<file path="src/sv/lcd_pkg.sv">
`timescale 1ns / 1ps

package lcd_pkg;

    localparam int NUM_REGS      = 8;
    localparam int CODE_W        = 13;
    localparam int CFG_IDX_W     = $clog2(NUM_REGS);
    localparam int POS_W         = 4;
    localparam int GREEN_W       = 8;
    localparam int LINES_W       = 8;
    localparam int WORD_BITS_DEF = 13;
    localparam int NUM_CODES_DEF = 8;
    localparam int PREAMBLE_BITS = 6;

    localparam logic [GREEN_W-1:0] GREEN_THRESHOLD = 8'h10;

    typedef logic [NUM_REGS-1:0][CODE_W-1:0] code_array_t;

    localparam code_array_t CODE_RESET = {
        13'h0AE8, 13'h0BA8, 13'h1BE8, 13'h1BA8,
        13'h0AAA, 13'h1AE8, 13'h0FA8, 13'h0EE8
    };

    typedef struct packed {
        logic               screen_uniform;
        logic [GREEN_W-1:0] green_level;
    } sample_t;

    typedef struct packed {
        logic [LINES_W-1:0] arm_lines;
        logic               word_complete;
    } step_res_t;

endpackage

</file>
<file path="src/sv/lcd_in_if.sv">
`timescale 1ns / 1ps

interface lcd_in_if;
    import lcd_pkg::*;

    logic               valid;
    logic               ready;
    logic               screen_uniform;
    logic [GREEN_W-1:0] green_level;

    modport source (output valid, output screen_uniform, output green_level, input ready);
    modport sink   (input valid, input screen_uniform, input green_level, output ready);
endinterface

</file>
<file path="src/sv/lcd_out_if.sv">
`timescale 1ns / 1ps

interface lcd_out_if;
    import lcd_pkg::*;

    logic               valid;
    logic               ready;
    logic [LINES_W-1:0] arm_lines;
    logic               word_complete;

    modport source (output valid, output arm_lines, output word_complete, input ready);
    modport sink   (input valid, input arm_lines, input word_complete, output ready);
endinterface

</file>
<file path="src/sv/lcd_code_regs.sv">
`timescale 1ns / 1ps

module lcd_code_regs (
    input  logic                           clk,
    input  logic                           rst_n,
    input  logic                           cfg_wr_en,
    input  logic [lcd_pkg::CFG_IDX_W-1:0]  cfg_index,
    input  logic [lcd_pkg::CODE_W-1:0]     cfg_data,
    output lcd_pkg::code_array_t           codes
);
    import lcd_pkg::*;

    code_array_t codes_reg;

    always_ff @(posedge clk or negedge rst_n)
    begin
        if (!rst_n)
        begin
            codes_reg <= CODE_RESET;
        end
        else if (cfg_wr_en)
        begin
            codes_reg[cfg_index] <= cfg_data;
        end
    end

    assign codes = codes_reg;

endmodule

</file>
<file path="src/sv/lcd_step.sv">
`timescale 1ns / 1ps

module lcd_step #(
    parameter int WORD_BITS = lcd_pkg::WORD_BITS_DEF,
    parameter int NUM_CODES = lcd_pkg::NUM_CODES_DEF
) (
    input  logic                  clk,
    input  logic                  rst_n,
    input  logic                  advance,
    input  lcd_pkg::sample_t      sample_in,
    input  lcd_pkg::code_array_t  codes,
    output lcd_pkg::step_res_t    res
);
    import lcd_pkg::*;

    localparam int CMP_W = (WORD_BITS > CODE_W) ? WORD_BITS : CODE_W;

    logic [WORD_BITS-1:0] word_reg, word_next;
    logic [POS_W-1:0]     pos_reg, pos_next;
    logic [LINES_W-1:0]   line_reg, line_next;

    logic                 hit;
    logic [WORD_BITS-1:0] word_or;
    logic [POS_W:0]       pos_inc;
    logic                 complete;
    logic [LINES_W-1:0]   match;

    always_comb
    begin
        hit     = sample_in.green_level > GREEN_THRESHOLD;
        word_or = word_reg | (WORD_BITS'(hit) << pos_reg);
        pos_inc = {1'b0, pos_reg} + (POS_W+1)'(1);
        if (pos_inc == (POS_W+1)'(PREAMBLE_BITS) && word_or == '0)
        begin
            pos_inc = '0;
        end
        complete = sample_in.screen_uniform && (pos_inc >= (POS_W+1)'(WORD_BITS));

        match = '0;
        for (int i = 0; i < NUM_CODES; i++)
        begin
            match[i] = CMP_W'(word_or) == CMP_W'(codes[i]);
        end

        line_next = line_reg;
        if (!sample_in.screen_uniform)
        begin
            word_next = '0;
            pos_next  = '0;
        end
        else if (complete)
        begin
            word_next = '0;
            pos_next  = '0;
            line_next = line_reg ^ match;
        end
        else
        begin
            word_next = word_or;
            pos_next  = pos_inc[POS_W-1:0];
        end
    end

    always_ff @(posedge clk or negedge rst_n)
    begin
        if (!rst_n)
        begin
            word_reg <= '0;
            pos_reg  <= '0;
            line_reg <= '0;
        end
        else if (advance)
        begin
            word_reg <= word_next;
            pos_reg  <= pos_next;
            line_reg <= line_next;
        end
    end

    assign res.arm_lines     = line_next;
    assign res.word_complete = complete;

    a_pos_range: assert property (@(posedge clk) disable iff (!rst_n)
        {1'b0, pos_reg} < (POS_W+1)'(WORD_BITS))
        else $error("bit position past word length");

    a_clear_after_word: assert property (@(posedge clk) disable iff (!rst_n)
        advance && res.word_complete |=> pos_reg == '0 && word_reg == '0)
        else $error("word not cleared after completion");

    a_invalid_keeps_lines: assert property (@(posedge clk) disable iff (!rst_n)
        advance && !sample_in.screen_uniform |=> line_reg == $past(line_reg) &&
            pos_reg == '0 && word_reg == '0)
        else $error("invalid frame changed arm lines or kept word");

    a_lines_only_on_word: assert property (@(posedge clk) disable iff (!rst_n)
        !(advance && res.word_complete) |=> $stable(line_reg))
        else $error("arm lines toggled without a completed word");

endmodule

</file>
<file path="src/sv/light_code_command_decoder_core.sv">
`timescale 1ns / 1ps
// Channel   Dir  Beat payload                         Handshake
// sample    in   screen_uniform, green_level[7:0]     valid/ready
// result    out  arm_lines[7:0], word_complete        valid/ready
// cfg       in   cfg_index[2:0], cfg_data[12:0]       cfg_wr_en, no stall
//
// One beat per cycle unless result stalls; input register feeds result register.
// The word/position/arm-line update plus eight code compares sit between them.
// rst_n is asynchronous: word, position and arm lines clear, codes reload defaults.
// A stalled result holds its register; the input register still takes one more beat.

module light_code_command_decoder_core #(
    parameter int WORD_BITS = lcd_pkg::WORD_BITS_DEF,
    parameter int NUM_CODES = lcd_pkg::NUM_CODES_DEF
) (
    input  logic                          clk,
    input  logic                          rst_n,
    lcd_in_if.sink                        sample,
    lcd_out_if.source                     result,
    input  logic                          cfg_wr_en,
    input  logic [lcd_pkg::CFG_IDX_W-1:0] cfg_index,
    input  logic [lcd_pkg::CODE_W-1:0]    cfg_data
);
    import lcd_pkg::*;

    logic        s1_valid_reg;
    sample_t     s1_reg;
    logic        out_valid_reg;
    step_res_t   out_reg;

    logic        out_free;
    logic        advance;
    logic        in_fire;
    code_array_t codes;
    step_res_t   res;

    assign out_free     = !out_valid_reg || result.ready;
    assign advance      = s1_valid_reg && out_free;
    assign sample.ready = !s1_valid_reg || out_free;
    assign in_fire      = sample.valid && sample.ready;

    lcd_code_regs u_codes (
        .clk       (clk),
        .rst_n     (rst_n),
        .cfg_wr_en (cfg_wr_en),
        .cfg_index (cfg_index),
        .cfg_data  (cfg_data),
        .codes     (codes)
    );

    lcd_step #(
        .WORD_BITS (WORD_BITS),
        .NUM_CODES (NUM_CODES)
    ) u_step (
        .clk       (clk),
        .rst_n     (rst_n),
        .advance   (advance),
        .sample_in (s1_reg),
        .codes     (codes),
        .res       (res)
    );

    always_ff @(posedge clk or negedge rst_n)
    begin
        if (!rst_n)
        begin
            s1_valid_reg  <= 1'b0;
            out_valid_reg <= 1'b0;
        end
        else
        begin
            if (sample.ready)
            begin
                s1_valid_reg <= sample.valid;
            end
            if (out_free)
            begin
                out_valid_reg <= s1_valid_reg;
            end
        end
    end

    always_ff @(posedge clk)
    begin
        if (in_fire)
        begin
            s1_reg.screen_uniform <= sample.screen_uniform;
            s1_reg.green_level    <= sample.green_level;
        end
        if (advance)
        begin
            out_reg <= res;
        end
    end

    assign result.valid         = out_valid_reg;
    assign result.arm_lines     = out_reg.arm_lines;
    assign result.word_complete = out_reg.word_complete;

    a_no_overwrite: assert property (@(posedge clk) disable iff (!rst_n)
        out_valid_reg && !result.ready |=> out_valid_reg && $stable(out_reg))
        else $error("pending result overwritten");

    a_no_drop: assert property (@(posedge clk) disable iff (!rst_n)
        s1_valid_reg && !advance |=> s1_valid_reg && $stable(s1_reg))
        else $error("held input beat lost");

    a_advance_fills: assert property (@(posedge clk) disable iff (!rst_n)
        advance |=> out_valid_reg)
        else $error("advanced beat did not reach result register");

endmodule
</file>
<file path="src/flat_wrapper.sv">
// flat-port wrapper written by rule: the top's interface ports become plain ports
module light_code_command_decoder_core_flat import lcd_pkg::*;
#(
    parameter int WORD_BITS = lcd_pkg::WORD_BITS_DEF,
    parameter int NUM_CODES = lcd_pkg::NUM_CODES_DEF
)
  (clk, rst_n, cfg_wr_en, cfg_index, cfg_data, sample_valid, sample_screen_uniform, sample_green_level, sample_ready, result_valid, result_arm_lines, result_word_complete, result_ready);
  lcd_in_if sample_i ();
  lcd_out_if result_i ();
  input  logic clk;
  input  logic rst_n;
  input  logic cfg_wr_en;
  input  logic [lcd_pkg::CFG_IDX_W-1:0] cfg_index;
  input  logic [lcd_pkg::CODE_W-1:0] cfg_data;
  input wire logic [$bits(sample_i.valid)-1:0] sample_valid;
  input wire logic [$bits(sample_i.screen_uniform)-1:0] sample_screen_uniform;
  input wire logic [$bits(sample_i.green_level)-1:0] sample_green_level;
  output wire logic [$bits(sample_i.ready)-1:0] sample_ready;
  output wire logic [$bits(result_i.valid)-1:0] result_valid;
  output wire logic [$bits(result_i.arm_lines)-1:0] result_arm_lines;
  output wire logic [$bits(result_i.word_complete)-1:0] result_word_complete;
  input wire logic [$bits(result_i.ready)-1:0] result_ready;
  assign sample_i.valid = sample_valid;
  assign sample_i.screen_uniform = sample_screen_uniform;
  assign sample_i.green_level = sample_green_level;
  assign sample_ready = sample_i.ready;
  assign result_valid = result_i.valid;
  assign result_arm_lines = result_i.arm_lines;
  assign result_word_complete = result_i.word_complete;
  assign result_i.ready = result_ready;
  light_code_command_decoder_core #(.WORD_BITS(WORD_BITS), .NUM_CODES(NUM_CODES)) u_core (.clk(clk), .rst_n(rst_n), .sample(sample_i), .result(result_i), .cfg_wr_en(cfg_wr_en), .cfg_index(cfg_index), .cfg_data(cfg_data));
endmodule
</file>
<file path="config.mk">
export PLATFORM = sky130hd
export DESIGN_NAME = light_code_command_decoder_core_flat
export DESIGN_NICKNAME = d
export VERILOG_FILES = /design/src/sv/lcd_pkg.sv /design/src/sv/lcd_in_if.sv /design/src/sv/lcd_out_if.sv /design/src/sv/lcd_code_regs.sv /design/src/sv/lcd_step.sv /design/src/sv/light_code_command_decoder_core.sv /design/src/flat_wrapper.sv
export SDC_FILE = /design/constraint.sdc
export NUM_CORES = 1
export LEC_CHECK = 0
export BUFFER_PORTS_ARGS = -buffer_cell sky130_fd_sc_hd__buf_2
export CAP_MARGIN = 30
export CORE_ASPECT_RATIO = 1.4
export CORE_MARGIN = 3
export CORE_UTILIZATION = 45
export DETAILED_ROUTE_END_ITERATION = 7
export HOLD_SLACK_MARGIN = 0.12
export PLACE_DENSITY = 0.71
export SLEW_MARGIN = 20
export SYNTH_ARGS = -nofsm -noshare
export SYNTH_HDL_FRONTEND = slang
export SYNTH_SLANG_ARGS = --single-unit
</file>
<file path="constraint.sdc">
create_clock -name clk -period 4.2 [get_ports clk]
set_clock_uncertainty 0.1 [all_clocks]
set_input_delay 0.21 -clock clk [delete_from_list [all_inputs] [get_ports clk]]
set_output_delay 0.21 -clock clk [all_outputs]
set_load 0.005 [all_outputs]
</file>
==> metrics <==
RSZ-0062 raised after global routing=false; family with the most delay on the worst path=compound AO/OA/AOI/OAI gates; die height=172.0 um; endpoints failing setup=0; Synth Instances=816; htree depth=4; Hold Path Class=input pin to register; first-pass GRT wire length=49.15 mm; Post-synth EDFFs=18; setup TNS=0 ns; Finished Layout Cells=1145; WP buf/inv=1; largest net degree at the start of global routing=97; Max-Cap Viols=0; Post CTS Setup Buffer Count=0; count of cell types in the netlist=79; Syn Nets=848; R2R Path Start=u_core.s1_reg[0]; GRT met2 Usage=55.48%; Slowest-stage cell, CP=o41a_1; hold_sp=cfg_data[3]; synth top area cells=dfrtp_1 (22%), dfstp_2 (16%), mux2_2 (13%); Power per Cell Area=488.5 nW/um^2; total die area=21420 um^2; Port Buffers=40; clk root buf=clkbuf_16; routability congestion estimate from global placement=1.080; LEAKAGE=0.003985 uW; Final min period=3.434 ns; via count of the first global-routing pass=7517; final wirelength=33.14 mm; Skew-Pair Late Insertion Delay=0.44 ns; DRC Markers=0; register area share after synthesis=43.89%; initial antenna violation count=0; placed cells=1091; Gates resized, CTS repair=0; kind of critical path=register to register; worst slew pin tran=1.020 ns; n_diodes=0; most frequent cells after synthesis=mux2_2 (103), dfrtp_1 (77), dfstp_2 (54), nand2b_1 (41), xor2_1 (40); Syn. warnings=0; grt total ovfl=0; Critical Path RT=4.27 ns; Worst EP arrival=3.50 ns; Hold Fails Final Rpt=0; P&R area growth vs syn=16.05%; Die W=124.6 um; ANT nets after route=0; most used routing layer=met2; drt pass-1 iters=5; CTS tree=built; layout cell share with drive strength beyond 1=32.78%; num rows=60; CP max stage delay=0.72 ns; Mean Syn Cell Area=10.85 um^2; dpl hpwl=24.24 mm; Max Transition Viols Final=0; CP Capture Type=register; Sinks on Clock Net=149; met1 Use GR=34.95%; nets@finish=916; Synth area leader=dfrtp_1; drt wl/cell=28.94 um; Initial Utilization=45.89%; Worst setup SP type=register; Tot GR Track Use=31.22%; crit-path cells=o41a_1 -> buf_4 -> o22ai_2 -> xnor2_1 -> nor4_2 -> nand4_1 -> nor4_1 -> xor2_1; max FFs per register=104; asr flop ratio synth=87.92%; Ports=41; DRT iter0 DRCs=510; Peak supply drop=0.3220 mV; vias per std cell=6.463; GRT met3 Usage=5.284%; crit share post-route=81.76%; clock transition at the registers of the reported paths=0.07 ns; count leader, synth=mux2_2; Clock Tree Buf Depth=2; via count=7400; Slew Limit Headroom=31.75%; mapped cell area=8855 um^2; Seq cells post-synth=149; outcome=complete, no violations; worst setup path startpoint=u_core.s1_reg[0]; fmax=291.2 MHz; Yosys top cell area share=21.76%; CTS Buf Count=17; core box area=19290 um^2; Post-synth top flop=dfrtp_1; Worst Path Max Fanout=12
[power breakdown]
group          switching, uW  leakage (uW)  internal, uW
clock network            716      0.000297           882
registers                339       0.00171          1800
logic                    705       0.00198           582
[metrics by stage]
step / setup slack [ns] / util (%) / hold WS [ns] / cell area, um^2 / total power [uW]
2_1_floorplan: 1.233 / - / -0.1856 / 8855 / 2884
3_3_place_gp: 0.8700 / 48.85 / 0.2573 / 9424 / 3394
3_5_place_dp: 0.8163 / 48.97 / 0.2581 / 9448 / 3398
4_1_cts: 0.8023 / 53.26 / 0.1309 / 10280 / 5017
5_1_grt: 0.5775 / 53.26 / 0.1325 / 10280 / 5219
6_report: 0.7661 / 53.26 / 0.1383 / 10280 / 5020
[cells by family (layout without fill, tap and decap cells)]
logic type / Yosys count / count (layout) / synth area share [%]
AND/OR/NAND/NOR: 252 / 252 / 17.61
AO/OA/AOI/OAI: 156 / 156 / 13.33
flip-flops: 149 / 149 / 43.89
multiplexers: 109 / 109 / 13.78
XOR/XNOR: 77 / 77 / 7.616
buffers and inverters: 71 / 152 / 3.504
adder cells (fa/ha/maj): 2 / 2 / 0.2826
[cell usage in the layout, fill, tap and decap left out, drive strengths merged, types with 3 or more instances in the layout]
cell type	Yosys	layout
clkinv	1	4
nor4	21	21
a21oi	30	30
or4b	3	3
o31ai	6	6
nand2b	41	41
dlygate4sd3	0	22
nand2	32	32
mux2i	6	6
a2111oi	5	5
mux2	103	103
nor3b	7	7
clkbuf	26	18
xnor2	37	37
and3	3	3
nor3	11	11
and3b	3	3
buf	19	72
o21ai	23	23
and4bb	6	6
inv	25	34
nor2	40	40
or4	14	14
edfxtp	18	18
nand4	21	21
o2111ai	6	6
a31oi	7	7
a21o	3	3
o22ai	43	43
xor2	40	40
or3	5	5
nand4b	6	6
dfstp	54	54
dfrtp	77	77
nor2b	12	12
a311oi	3	3
nor4b	6	6
nand3	13	13
o32ai	3	3
[layout make-up]
cell class,instances,area [um^2]
fillers,1714,9017
repair buffers,94,683.2
clock buffers,18,450.4
flip-flops and latches,149,3886
clock inverters,14,157.7
well taps,248,310.3
inverters,26,97.59
multi-input cells,596,4691
[layer usage]
layer	vias up	part of all wire, %	wire [um]
met4	0	7.0	2324
met5	-	0	0
met2	332	51	16750
met3	118	5.6	1860
met1	3739	37	12200
li1	3211	-	-
[timing repair]
| item | in CTS | in global routing |
|---|---|---|
| hold buffers | 22 | 0 |
| endpoints found under the hold margin | 121 | 0 |
| setup endpoints to repair | 0 | 0 |
[path summary, 6_finish.rpt]
| kind | slack (ns) | cells after the start | end |
|---|---|---|---|
| hold reg to reg | 0.39 | 1 | u_core.u_step.line_reg[7] |
| max in group asynchronous | 2.58 | 3 | u_core.u_codes.codes[40] |
| setup reg to reg | 0.77 | 8 | u_core.result.arm_lines[2] |
| hold / removal | 0.14 | 2 | u_core.u_codes.codes[94] |
| min in group asynchronous | 0.33 | 2 | u_core.u_step.word_reg[9] |
| setup / recovery | 0.77 | 8 | u_core.result.arm_lines[2] |
(Power assumes the default switching activity.)
